### config.mk
export PLATFORM = sky130hd
export DESIGN_NAME = lzwe_ctrl
export DESIGN_NICKNAME = d
export VERILOG_FILES = /design/src/sv/lzwe_pkg.sv /design/src/sv/lzwe_ctrl.sv
export SDC_FILE = /design/constraint.sdc
export NUM_CORES = 1
export LEC_CHECK = 0
export BUFFER_PORTS_ARGS = -buffer_cell sky130_fd_sc_hd__buf_2
export CORE_UTILIZATION = 43
export DETAILED_ROUTE_END_ITERATION = 6
export PLACE_DENSITY = 0.72
export RECOVER_POWER = 25
export SLEW_MARGIN = 20
export SYNTH_ARGS = -nofsm -noshare
export SYNTH_HDL_FRONTEND = slang
export SYNTH_SLANG_ARGS = --single-unit
### constraint.sdc
create_clock -name clk -period 2.9 [get_ports clk]
set_input_delay 0.145 -clock clk [delete_from_list [all_inputs] [get_ports clk]]
set_output_delay 0.145 -clock clk [all_outputs]
set_load 0.01 [all_outputs]
### src/sv/lzwe_pkg.sv
// ----------------------------------------------------------------------------
// lzwe_pkg
// Types, sizes and command/status groups of the lzw byte encoder.
// ----------------------------------------------------------------------------
package lzwe_pkg;

  localparam int DICT_ENTRIES   = 4096;
  localparam int MAX_STRING_LEN = 32;
  localparam int CODE_W = 13;
  localparam int LEN_W  = 6;
  localparam int IDX_W  = (DICT_ENTRIES > 1) ? $clog2(DICT_ENTRIES) : 1;
  localparam int CNT_W  = $clog2(DICT_ENTRIES + 1);
  // hash table has twice the dictionary's slots, so a probe always ends
  localparam int TBL_W  = IDX_W + 1;
  localparam int TBL_DEPTH = 1 << TBL_W;

  typedef struct packed {
    logic [7:0] byte_in;
    logic       end_of_stream;
  } in_item_t;

  typedef struct packed {
    logic [CODE_W-1:0] code_out;
    logic              is_last;
  } out_item_t;

  typedef struct packed {
    logic              valid;
    logic [CODE_W-1:0] prefix;
    logic [7:0]        suffix;
    logic [IDX_W-1:0]  idx;
  } slot_t;

  typedef struct packed {
    logic clear_wr;
    logic take;
    logic rd;
    logic probe_next;
    logic grow;
    logic emit_cur;
    logic insert;
    logic restart;
    logic emit_last;
  } cmd_t;

  typedef struct packed {
    logic clear_done;
    logic len_zero;
    logic len_max;
    logic hit;
    logic empty;
    logic room;
    logic eos;
    logic out_free;
  } status_t;

  function automatic logic [TBL_W-1:0] slot_hash(logic [CODE_W-1:0] code,
                                                 logic [7:0] b);
    logic [CODE_W+7:0] mix;
    mix = {8'd0, code} ^ ({{CODE_W{1'b0}}, b} << 4) ^
          ({{CODE_W{1'b0}}, b} * (CODE_W+8)'(7));
    return mix[TBL_W-1:0];
  endfunction

endpackage

### src/sv/lzwe_ctrl.sv
// ----------------------------------------------------------------------------
// lzwe_ctrl
// Sequencer: table clear, hashed probe, grow / emit / insert, final flush.
// ----------------------------------------------------------------------------
module lzwe_ctrl import lzwe_pkg::*; (
  input  logic    clk,
  input  logic    rst,
  input  logic    in_valid,
  output logic    ready,
  input  status_t st,
  output cmd_t    cmd
);

  typedef enum logic [6:0] {
    S_CLEAR  = 7'b0000001,
    S_IDLE   = 7'b0000010,
    S_DECIDE = 7'b0000100,
    S_LOOK   = 7'b0001000,
    S_CMP    = 7'b0010000,
    S_EMIT   = 7'b0100000,
    S_LAST   = 7'b1000000
  } state_t;

  state_t state, state_next;

  always_ff @(posedge clk) begin
    if (rst) begin
      state <= S_CLEAR;
    end else begin
      state <= state_next;
    end
  end

  assign ready = (state == S_IDLE);

  always_comb begin
    cmd = '0;
    state_next = state;
    case (state)
      S_CLEAR: begin
        cmd.clear_wr = 1'b1;
        if (st.clear_done) state_next = S_IDLE;
      end
      S_IDLE: begin
        if (in_valid) begin
          cmd.take = 1'b1;
          state_next = S_DECIDE;
        end
      end
      S_DECIDE: begin
        if (st.len_zero) begin
          cmd.restart = 1'b1;
          state_next = st.eos ? S_LAST : S_IDLE;
        end else if (st.len_max) begin
          state_next = S_EMIT;
        end else begin
          state_next = S_LOOK;
        end
      end
      S_LOOK: begin
        cmd.rd = 1'b1;
        state_next = S_CMP;
      end
      S_CMP: begin
        if (st.hit) begin
          cmd.grow = 1'b1;
          state_next = st.eos ? S_LAST : S_IDLE;
        end else if (st.empty) begin
          state_next = S_EMIT;
        end else begin
          cmd.probe_next = 1'b1;
          state_next = S_LOOK;
        end
      end
      S_EMIT: begin
        if (st.out_free) begin
          cmd.emit_cur = 1'b1;
          // string not found and under the limit: add it while there is room
          cmd.insert = !st.len_max && st.room;
          cmd.restart = 1'b1;
          state_next = st.eos ? S_LAST : S_IDLE;
        end
      end
      S_LAST: begin
        if (st.out_free) begin
          cmd.emit_last = 1'b1;
          state_next = S_IDLE;
        end
      end
      default: state_next = S_CLEAR;
    endcase
  end

endmodule

==> results.cfg, run 1 <==
[detailed_routing]
final_antenna_net_count = 0
route.detailed.vias_per_inst = 5.95
detailedRoute.firstIterationViolations = 17
route.final.wire_length_um = 1600
route.detailed.wl_per_inst_um = 14.2
vias_after_detailed_routing = 666
drc = 0
detailedRoute.firstPassIterationCount = 4

[worst_setup_path]
worst_setup_path_start_kind = flip-flop
req_time_crit_path_ns = 2.76
timing.critical_path.slowest_cell_delay_ns = 0.69
r2r_end = state[0]
cp_max_fanout = 12
origin_of_the_critical_flop_to_flop_path = state[5]
timing.setup.critical_path_class = flip-flop to output port
count_of_cells_along_the_worst_register_to_register_path = 4
cp_slowest_cell = sky130_fd_sc_hd__or4_1
regToRegSetupSlack_ns = 0.90
worstSetupEndpointType = output port
cp.arrival_ns = 2.05
worstPathCellList = or4_1, nor4b_4, and2_1, buf_2

[sta]
finalHoldViolCount = 0
worst_slew_pin_slew_ns = 0.522
timing.fmax_mhz = 455
finalCriticalPeriod_ns = 2.20
final_min_period_over_clock_period_pct = 75.8
report.final.setup_viol = 0
max-slew-margin-rel_pct = 65.2
setup_repair_after_global_routing_missed_its_margin = no
worst_case_clock_skew_ns = 0.00278
fin_tns_setup_ns = 0
final_max_slew_viol_count = 0

[synthesis]
count_of_unique_library_cells_instantiated_by_yosys = 38
yosysSeqAreaShare_pct = 22.2
synth-seq-cells = 7
mappedNetlistArea_um2 = 631
postSynthAreaPerCell_um2 = 8.08
synth_warnings = 0
post_synth_inst_count = 78
net_count_synth = 89

[cts]
hold_buffers = 0
total_clock_buffers_created_by_cts = 3
clock_tree_from_tritoncts = yes
cts_setup_buffers = 0
cts-resized-gates = 0
root_buffer = sky130_fd_sc_hd__clkbuf_4
insertion_delay_ns = 0.26
cts_buffer_depth = 2
cts_num_sinks = 7
htree_levels = 1
clkTransAtPathRegs_ns = 0.05

[floorplan]
fp-row-count = 13
core_um2 = 1330
die_span_in_y_um = 40.3
floorplan.io_pins = 21
design.die.area_um2 = 1620
die_x_um = 40.3
floorplan.initialDensity_pct = 47.3

[global_route]
antenna_found_initial = 0
global_route_wire_length_before_repair_um = 2390
maximum_number_of_pins_on_one_net_before_global_route_repair = 13
track_usage_pct = 23.5
grt_overflow_total = 0
first_global_vias = 569

[power]
switching_power_uw = 156
leakagePower_uw = 0.000334
vdd_drop_max_uv = 356
internal_power_uw = 247
power.share.clock_pct = 23.0
combinationalPowerShare_pct = 41.0
total_power_uw = 402
pwr-share-seq_pct = 36.1
switching_fraction_pct = 38.7
power_per_cell_area_nw_per_um2 = 531

[cells_and_area]
multi_input_comb_area_um2 = 450
reg_top3 = state (7)
num-fill-cells = 125
layout-drive-gt1-share_pct = 30.9
nets = 109
synthToLayoutAreaGrowth_pct = 20.2
layout.area.seq_um2 = 140
antenna-diode-count = 0
registers.top_by_ff_count = state
layout.cells.most_common = sky130_fd_sc_hd__buf_2
largest_register_ffs = 7
layout_common_cells = 20 x sky130_fd_sc_hd__buf_2, 7 x sky130_fd_sc_hd__dfxtp_1, 5 x sky130_fd_sc_hd__nor2b_1, 5 x sky130_fd_sc_hd__nand2_1, 5 x sky130_fd_sc_hd__nor3_1

[placement]
buffer_ports.inserted = 20
place_congestion = 0.890
dpl.hpwl_um = 1200

[min_path]
min_to = state[4]
worstHoldPathCells = 2
worstHoldPathType = input port to flip-flop
hold_path.startpoint = rst

[job]
maxCapViolations = 0

[run_status]
status = completed
[synth_stat cells]
cell,count,area (µm²)
sky130_fd_sc_hd__inv_1,4,15.0
sky130_fd_sc_hd__xor2_1,1,8.76
sky130_fd_sc_hd__a2111oi_1,1,10.0
sky130_fd_sc_hd__nand4_1,1,6.26
sky130_fd_sc_hd__o41ai_1,1,8.76
sky130_fd_sc_hd__buf_2,2,10.0
sky130_fd_sc_hd__and3_1,2,12.5
sky130_fd_sc_hd__nand4b_1,2,17.5
sky130_fd_sc_hd__nor4b_4,2,47.6
sky130_fd_sc_hd__and4bb_2,2,25.0
sky130_fd_sc_hd__clkbuf_1,3,11.3
sky130_fd_sc_hd__or2_2,1,6.26
sky130_fd_sc_hd__o211ai_1,1,7.51
sky130_fd_sc_hd__and3b_1,1,8.76
sky130_fd_sc_hd__buf_1,1,3.75
sky130_fd_sc_hd__o21ba_2,1,10.0
sky130_fd_sc_hd__xnor2_1,2,17.5
sky130_fd_sc_hd__o2111ai_1,1,8.76
sky130_fd_sc_hd__a221o_1,1,10.0
sky130_fd_sc_hd__nor4_1,3,18.8
sky130_fd_sc_hd__a21oi_1,1,5.00
sky130_fd_sc_hd__nand2_1,5,18.8
sky130_fd_sc_hd__or4_1,3,22.5
sky130_fd_sc_hd__o21ai_0,2,10.0
sky130_fd_sc_hd__a31oi_1,1,6.26
sky130_fd_sc_hd__nand3_1,2,10.0
sky130_fd_sc_hd__a22oi_1,1,7.51
sky130_fd_sc_hd__nor3_1,5,25.0
sky130_fd_sc_hd__nor2_1,2,7.51
sky130_fd_sc_hd__dfxtp_1,7,140
sky130_fd_sc_hd__a211oi_1,1,7.51
sky130_fd_sc_hd__nor3b_1,4,30.0
sky130_fd_sc_hd__and2_1,2,12.5
sky130_fd_sc_hd__nand2b_1,1,6.26
sky130_fd_sc_hd__nor2b_1,5,31.3
sky130_fd_sc_hd__nand3b_1,1,7.51
sky130_fd_sc_hd__nor4b_1,1,8.76
sky130_fd_sc_hd__o211a_1,1,10.0
[how the worst max path moves through the flow]
stage	start	to	slack, ns	cells past startpoint
finish	state[5]	cmd[7]	0.70	4
floorplan	state[4]	state[0]	1.01	6
detailed placement	state[5]	state[0]	0.90	4
global placement	state[5]	state[0]	0.94	4
CTS	state[5]	cmd[7]	0.71	4
global route	state[5]	cmd[7]	0.59	4
[area by class of cell]
cell class	instances	share of cell area, %
clock buffer	4	3.47
inverter	4	1.98
multi-input combinational	61	59.4
sequential	7	18.5
tap	15	2.48
timing repair buffer	21	14.2
[routing by layer]
| layer | up-vias | share of wire, % | GRT usage, % |
|---|---|---|---|
| met1 | 304 | 45 | 27.2 |
| met3 | 4 | 5.4 | 5.00 |
| met4 | 0 | 2.6 | 15.0 |
| met2 | 24 | 47 | 38.7 |
| li1 | 334 | - | - |
| met5 | - | 0 | 0 |
[critical path, delay by kind of cell, from the launching register on]
family / cells / cell delay (ns)
buf+inv: 1 / 0.13
simple gates: 3 / 1.27
flops: 1 / 0.40
[power groups by stage]
| stage | logic (µW) | clock network, µW | registers [µW] |
|---|---|---|---|
| 2_1_floorplan | 148 | 0 | 115 |
| 3_3_place_gp | 162 | 0 | 146 |
| 5_1_grt | 185 | 100 | 147 |
| 3_5_place_dp | 164 | 0 | 146 |
| 4_1_cts | 165 | 95.0 | 144 |
| 6_report | 165 | 92.4 | 145 |
[per-stage QoR]
stage / utilization (%) / instances / setup WS (ns) / hold slack, ns / cell area [µm²]
final: 56.8 / 112 / 0.703 / 0.171 / 758
after global routing: 56.8 / 112 / 0.586 / 0.178 / 758
after CTS: 56.8 / 112 / 0.708 / 0.162 / 758
after detailed placement: 54.9 / 108 / 0.904 / 0.438 / 732
after global placement: 54.9 / 108 / 0.942 / 0.438 / 732
after floorplan: - / 78 / 1.01 / 0.214 / 631
[kinds of logic (layout without fill, tap and decap cells)]
group / after synthesis / after routing / synth area share (%)
XOR/XNOR: 3 / 3 / 4.17
buffers and inverters: 10 / 29 / 6.35
flip-flops: 7 / 7 / 22.2
AND/OR/NAND/NOR: 45 / 45 / 51.2
AO/OA/AOI/OAI: 13 / 13 / 16.1
No activity file was read; power rests on OpenSTA's default activity.
==> run 2, diff against run 1 <==
- ABC_AREA: default -> 1
- CORE_AREA: default -> 2 2 39 41
- CORE_UTILIZATION: 43 -> default
- DIE_AREA: default -> 0 0 41 43
- PLACE_DENSITY: 0.72 -> 0.71
- clock period: 2.9 -> 2.2 ns (I/O delays scaled with it)
==> results.cfg, run 2 <==
[worst_setup_path]
cp_max_fanout = 7
origin_of_the_critical_flop_to_flop_path = state[0]
cp.arrival_ns = 1.46
regToRegSetupSlack_ns = 1.00
count_of_cells_along_the_worst_register_to_register_path = 8
worst_setup_path_start_kind = flip-flop
r2r_end = state[6]
timing.setup.critical_path_class = flip-flop to output port
worstSetupEndpointType = output port
req_time_crit_path_ns = 2.09

[synthesis]
yosysSeqAreaShare_pct = 25.3
synth.top_cells.by_area = sky130_fd_sc_hd__dfxtp_1 25%, sky130_fd_sc_hd__nand3_1 14%, sky130_fd_sc_hd__inv_1 13%, sky130_fd_sc_hd__nand2_1 12%, sky130_fd_sc_hd__nor2_1 10%
synth_warnings = 0
net_count_synth = 109
mappedNetlistArea_um2 = 553
post_synth_most_frequent_cells = 19 x sky130_fd_sc_hd__inv_1, 17 x sky130_fd_sc_hd__nand2_1, 15 x sky130_fd_sc_hd__nand3_1, 15 x sky130_fd_sc_hd__nor2_1, 7 x sky130_fd_sc_hd__dfxtp_1
async_set_or_reset_register_ratio_after_synthesis_pct = 0
count_of_unique_library_cells_instantiated_by_yosys = 15
synth_edf_count = 0
ys_dominant_reg_cell = sky130_fd_sc_hd__dfxtp_1
postSynthAreaPerCell_um2 = 5.64
synth_most_common_cell = sky130_fd_sc_hd__inv_1
synth_top_cell_by_area = sky130_fd_sc_hd__dfxtp_1
synth_top_cell_area_share_pct = 25.3
post_synth_inst_count = 98
synth-seq-cells = 7

[cts]
clkTransAtPathRegs_ns = 0.06
cts-resized-gates = 0
hold_buffers = 0
htree_levels = 1
cts_setup_buffers = 0
clock_tree_from_tritoncts = yes
cts_buffer_depth = 2
root_buffer = sky130_fd_sc_hd__clkbuf_4
cts_num_sinks = 7
insertion_delay_ns = 0.25
total_clock_buffers_created_by_cts = 3

[cells_and_area]
layout_common_cells = 20 x sky130_fd_sc_hd__buf_2, 19 x sky130_fd_sc_hd__inv_1, 18 x sky130_fd_sc_hd__nand2_1
layout.cells.most_common = sky130_fd_sc_hd__buf_2
layout-drive-gt1-share_pct = 29.5
reg_top3 = state (7)
registers.top_by_ff_count = state
largest_register_ffs = 7
antenna-diode-count = 0
synthToLayoutAreaGrowth_pct = 26.0
nets = 134
post_route_cell_area_um2 = 697

[power]
leakagePower_uw = 0.000424
switching_power_uw = 138
power.share.clock_pct = 31.0
vdd_drop_max_uv = 251
total_power_uw = 389
combinationalPowerShare_pct = 32.0
pwr-share-seq_pct = 37.0
power_per_cell_area_nw_per_um2 = 558
internal_power_uw = 251
switching_fraction_pct = 35.6

[sta]
worst_slew_pin_slew_ns = 0.245
finalHoldViolCount = 0
final_max_slew_viol_count = 0
setup_repair_after_global_routing_missed_its_margin = no
fin_tns_setup_ns = 0
post-route-worst-setup-slack_ns = 0.630
final.hold.worst_slack_ns = 0.0998
report.final.setup_viol = 0
final_min_period_over_clock_period_pct = 71.4
worst_case_clock_skew_ns = 0.00163
max-slew-margin-rel_pct = 83.6
timing.fmax_mhz = 637
finalCriticalPeriod_ns = 1.57

[min_path]
worstHoldPathCells = 2
hold_path.startpoint = rst
worstHoldPathType = input port to flip-flop
min_to = state[6]

[detailed_routing]
final_antenna_net_count = 0
detailedRoute.firstIterationViolations = 14
detailedRoute.firstPassIterationCount = 4
route.detailed.vias_per_inst = 4.68
drc = 0
route.final.wire_length_um = 1390
vias_after_detailed_routing = 646
route.detailed.wl_per_inst_um = 10.0

[run_status]
status = completed

[placement]
dpl.hpwl_um = 1160
place_congestion = 0.877
buffer_ports.inserted = 20
detailedPlace.worstSlack_ns = 0.947
postPlaceCellArea_um2 = 673

[global_route]
global_route_track_usage_on_met2_pct = 29.4
antenna_found_initial = 0
global_route_wire_length_before_repair_um = 2330
global_route.usage.met3_pct = 3.14
grt-busiest-layer = met2
maximum_number_of_pins_on_one_net_before_global_route_repair = 8
first_global_vias = 612
met1_usage_pct = 25.7
grt_overflow_total = 0
track_usage_pct = 19.6

[floorplan]
core_um2 = 1380
fp-row-count = 14
die_x_um = 41
die_span_in_y_um = 43
floorplan.initialDensity_pct = 40.0
floorplan.io_pins = 21
design.die.area_um2 = 1760

[job]
maxCapViolations = 0
## run 2: cell count changes after synthesis, moves of 3 or more
cell / previous run / this run
sky130_fd_sc_hd__nor2b_1: 5 / 0
sky130_fd_sc_hd__inv_2: 0 / 5
sky130_fd_sc_hd__inv_1: 4 / 19
sky130_fd_sc_hd__nor2_1: 2 / 15
sky130_fd_sc_hd__nor2_2: 0 / 3
sky130_fd_sc_hd__or4_1: 3 / 0
sky130_fd_sc_hd__clkbuf_1: 3 / 0
sky130_fd_sc_hd__nand4_1: 1 / 4
sky130_fd_sc_hd__nand2_1: 5 / 17
sky130_fd_sc_hd__nor3b_1: 4 / 0
sky130_fd_sc_hd__nand3_1: 2 / 15
sky130_fd_sc_hd__nor4_1: 3 / 0
sky130_fd_sc_hd__nor3_1: 5 / 2
sky130_fd_sc_hd__nand2_2: 0 / 4
## run 2: worst max-delay path, stage by stage (launching register included)
cell and delay (ns):
sky130_fd_sc_hd__dfxtp_1 0.30, sky130_fd_sc_hd__inv_1 0.08, sky130_fd_sc_hd__nand2_1 0.11, sky130_fd_sc_hd__nor2_4 0.20, sky130_fd_sc_hd__nand2_1 0.10, sky130_fd_sc_hd__nor2_2 0.13
sky130_fd_sc_hd__inv_2 0.05, sky130_fd_sc_hd__o21ai_0 0.07, sky130_fd_sc_hd__buf_2 0.16
## run 2: cell families after synthesis
group           share of synthesized area (%)
compound gates                           4.98
flops                                    25.3
buf+inv                                  16.3
simple gates                             53.4
## run 2: worst max path at each step
stage               startpoint     end  cells after the start
floorplan             state[0]  cmd[2]                      7
global placement      state[0]  cmd[1]                      8
detailed placement    state[0]  cmd[1]                      8
CTS                   state[0]  cmd[1]                      8
global route          state[0]  cmd[1]                      8
finish                state[0]  cmd[1]                      8
## run 2: power groups by stage
stage	clock network [µW]	registers (µW)	logic [µW]
5_1_grt	129	146	142
4_1_cts	123	144	127
2_1_floorplan	0	145	89.1
3_3_place_gp	0	146	123
3_5_place_dp	0	147	126
6_report	121	144	124
## run 2: area by class of cell
| cell class | instances | area [µm²] |
|---|---|---|
| clock buffer | 4 | 26.3 |
| fill | 149 | 687 |
| inverter | 24 | 90.1 |
| multi-input combinational | 67 | 320 |
| sequential | 7 | 140 |
| tap | 16 | 20.0 |
| timing repair buffer | 20 | 100 |
## run 2: per-stage QoR
step / util, % / instances
floorplan: - / 98
global route: 50.4 / 138
CTS: 50.5 / 138
finish: 50.4 / 138
detailed placement: 48.6 / 134
global placement: 48.6 / 134
## run 2: layer usage
layer  share of wire [%]  vias up
met5                   0        -
met4                 1.9        0
met3                 4.2        4
met2                  46       20
met1                  48      270
li1                    -      352
==> run 3, diff against run 2 <==
- CORE_AREA: 2 2 39 41 -> default
- CORE_UTILIZATION: default -> 41
- DIE_AREA: 0 0 41 43 -> default
- PLACE_DENSITY: 0.71 -> 0.73
- clock period: 2.2 -> 1.4 ns (I/O delays scaled with it)
==> results.cfg, run 3 (synthesized netlist as in run 2, its figures left out) <==
[run_status]
status = finished with violations
failed_checks = negative setup slack

[min_path]
min_to = state[3]
worstHoldPathType = input port to flip-flop
worstHoldPathCells = 2
hold_path.startpoint = rst

[detailed_routing]
route.final.wire_length_um = 1530
detailedRoute.firstIterationViolations = 13
vias_after_detailed_routing = 727
route.detailed.vias_per_inst = 5.08
detailedRoute.firstPassIterationCount = 4
final_antenna_net_count = 0
drc = 0
route.detailed.wl_per_inst_um = 10.7

[cells_and_area]
post_route_cell_area_um2 = 805
reg_top3 = state (7)
largest_register_ffs = 7
final_core_utilization_pct = 67.8
nets = 141
layout_common_cells = 20 x sky130_fd_sc_hd__buf_2, 14 x sky130_fd_sc_hd__nand2_1, 14 x sky130_fd_sc_hd__inv_1, 14 x sky130_fd_sc_hd__nand3_1, 11 x sky130_fd_sc_hd__nor2_1
layout-drive-gt1-share_pct = 48.8
registers.top_by_ff_count = state
layout.cells.most_common = sky130_fd_sc_hd__buf_2
antenna-diode-count = 0
synthToLayoutAreaGrowth_pct = 45.5

[sta]
setup_repair_after_global_routing_missed_its_margin = yes
worst_slew_pin_slew_ns = 0.199
report.final.setup_viol = 1
post-route-worst-setup-slack_ns = -0.00852
finalHoldViolCount = 0
max-slew-margin-rel_pct = 86.7
final.hold.worst_slack_ns = 0.0434
worst_case_clock_skew_ns = 0.00627
final_max_slew_viol_count = 0
timing.fmax_mhz = 710
final_min_period_over_clock_period_pct = 101
finalCriticalPeriod_ns = 1.41

[cts]
cts_num_sinks = 7
total_clock_buffers_created_by_cts = 3
clock_tree_from_tritoncts = yes
insertion_delay_ns = 0.26
clkTransAtPathRegs_ns = 0.05
hold_buffers = 0
cts_buffer_depth = 2
root_buffer = sky130_fd_sc_hd__clkbuf_4
htree_levels = 1

[worst_setup_path]
worstSetupEndpointType = output port
cp.arrival_ns = 1.34
worst_setup_path_start_kind = flip-flop
r2r_end = state[0]
cp_max_fanout = 4
origin_of_the_critical_flop_to_flop_path = state[0]
req_time_crit_path_ns = 1.33
regToRegSetupSlack_ns = 0.12
timing.setup.critical_path_class = flip-flop to output port
count_of_cells_along_the_worst_register_to_register_path = 8

[global_route]
grt_overflow_total = 0
track_usage_pct = 23.7
global_route_wire_length_before_repair_um = 2420
antenna_found_initial = 0
maximum_number_of_pins_on_one_net_before_global_route_repair = 7
first_global_vias = 610

[floorplan]
die_span_in_y_um = 38.7
floorplan.io_pins = 21
fp-row-count = 12
core_um2 = 1190
floorplan.initialDensity_pct = 46.6
design.die.area_um2 = 1500
die_x_um = 38.7

[placement]
postPlaceCellArea_um2 = 671
place_congestion = 0.801
buffer_ports.inserted = 20
dpl.hpwl_um = 1140
detailedPlace.worstSlack_ns = 0.140

[job]
maxCapViolations = 0

[power]
vdd_drop_max_uv = 589
internal_power_uw = 418
leakagePower_uw = 0.000461
power.share.clock_pct = 28.4
switching_power_uw = 233
switching_fraction_pct = 35.7
total_power_uw = 651
combinationalPowerShare_pct = 35.7
power_per_cell_area_nw_per_um2 = 809
pwr-share-seq_pct = 35.9
## run 3: area by class of cell
class                      instances  area [µm²]
clock buffer                       4        26.3
inverter                          24        92.6
fill                             103         382
timing repair buffer              27         153
multi-input combinational         67         369
sequential                         7         146
tap                               14        17.5
## run 3: how the worst max path moves through the flow
| stage | slack [ns] | cells after the start | start | endpoint |
|---|---|---|---|---|
| floorplan | 0.26 | 7 | state[0] | cmd[2] |
| global placement | 0.23 | 8 | state[0] | state[6] |
| detailed placement | 0.14 | 8 | state[0] | cmd[1] |
| CTS | -0.03 | 8 | state[5] | cmd[5] |
| global route | -0.05 | 8 | state[0] | cmd[2] |
| finish | -0.009 | 8 | state[0] | cmd[2] |
## run 3: critical path, cell delays in order, from the launching register on
cell and delay, ns:
sky130_fd_sc_hd__dfxtp_2 0.33, sky130_fd_sc_hd__inv_2 0.09, sky130_fd_sc_hd__nand2_4 0.06, sky130_fd_sc_hd__nor2_4 0.16, sky130_fd_sc_hd__nand2_2 0.10, sky130_fd_sc_hd__nor2_4 0.09
sky130_fd_sc_hd__inv_2 0.05, sky130_fd_sc_hd__nor2_1 0.07, sky130_fd_sc_hd__buf_2 0.13
## run 3: stage by stage
step	TNS, ns	std cells
2_1_floorplan	0	98
3_3_place_gp	0	132
3_5_place_dp	0	132
4_1_cts	-0.0349	139
5_1_grt	-0.124	143
6_report	-0.00852	143
## run 3: what timing repair did
| action | in CTS | in global routing |
|---|---|---|
| gates resized for setup | 13 | 13 |
| buffers inserted | 3 | 4 |
| pin swaps | 2 | 4 |
| endpoints found under the hold margin | 0 | 0 |
| setup endpoints to repair | 4 | 5 |
## run 3: power groups by stage
stage                     clock (µW)  sequential [µW]  combinational (µW)
after floorplan                    0              228                 140
after global placement             0              231                 190
after detailed placement           0              232                 195
after CTS                        186              231                 224
after global routing             197              234                 256
final                            185              234                 233
## run 3: routing by layer
layer | track usage [%] | vias to the layer above | wire, µm | share of wire, %
met5 | 0 | - | 0 | 0
met4 | 15.5 | 0 | 39 | 2.5
met3 | 3.47 | 5 | 96 | 6.3
met2 | 37.9 | 30 | 725 | 47
met1 | 29.0 | 320 | 668 | 44
li1 | - | 372 | - | -
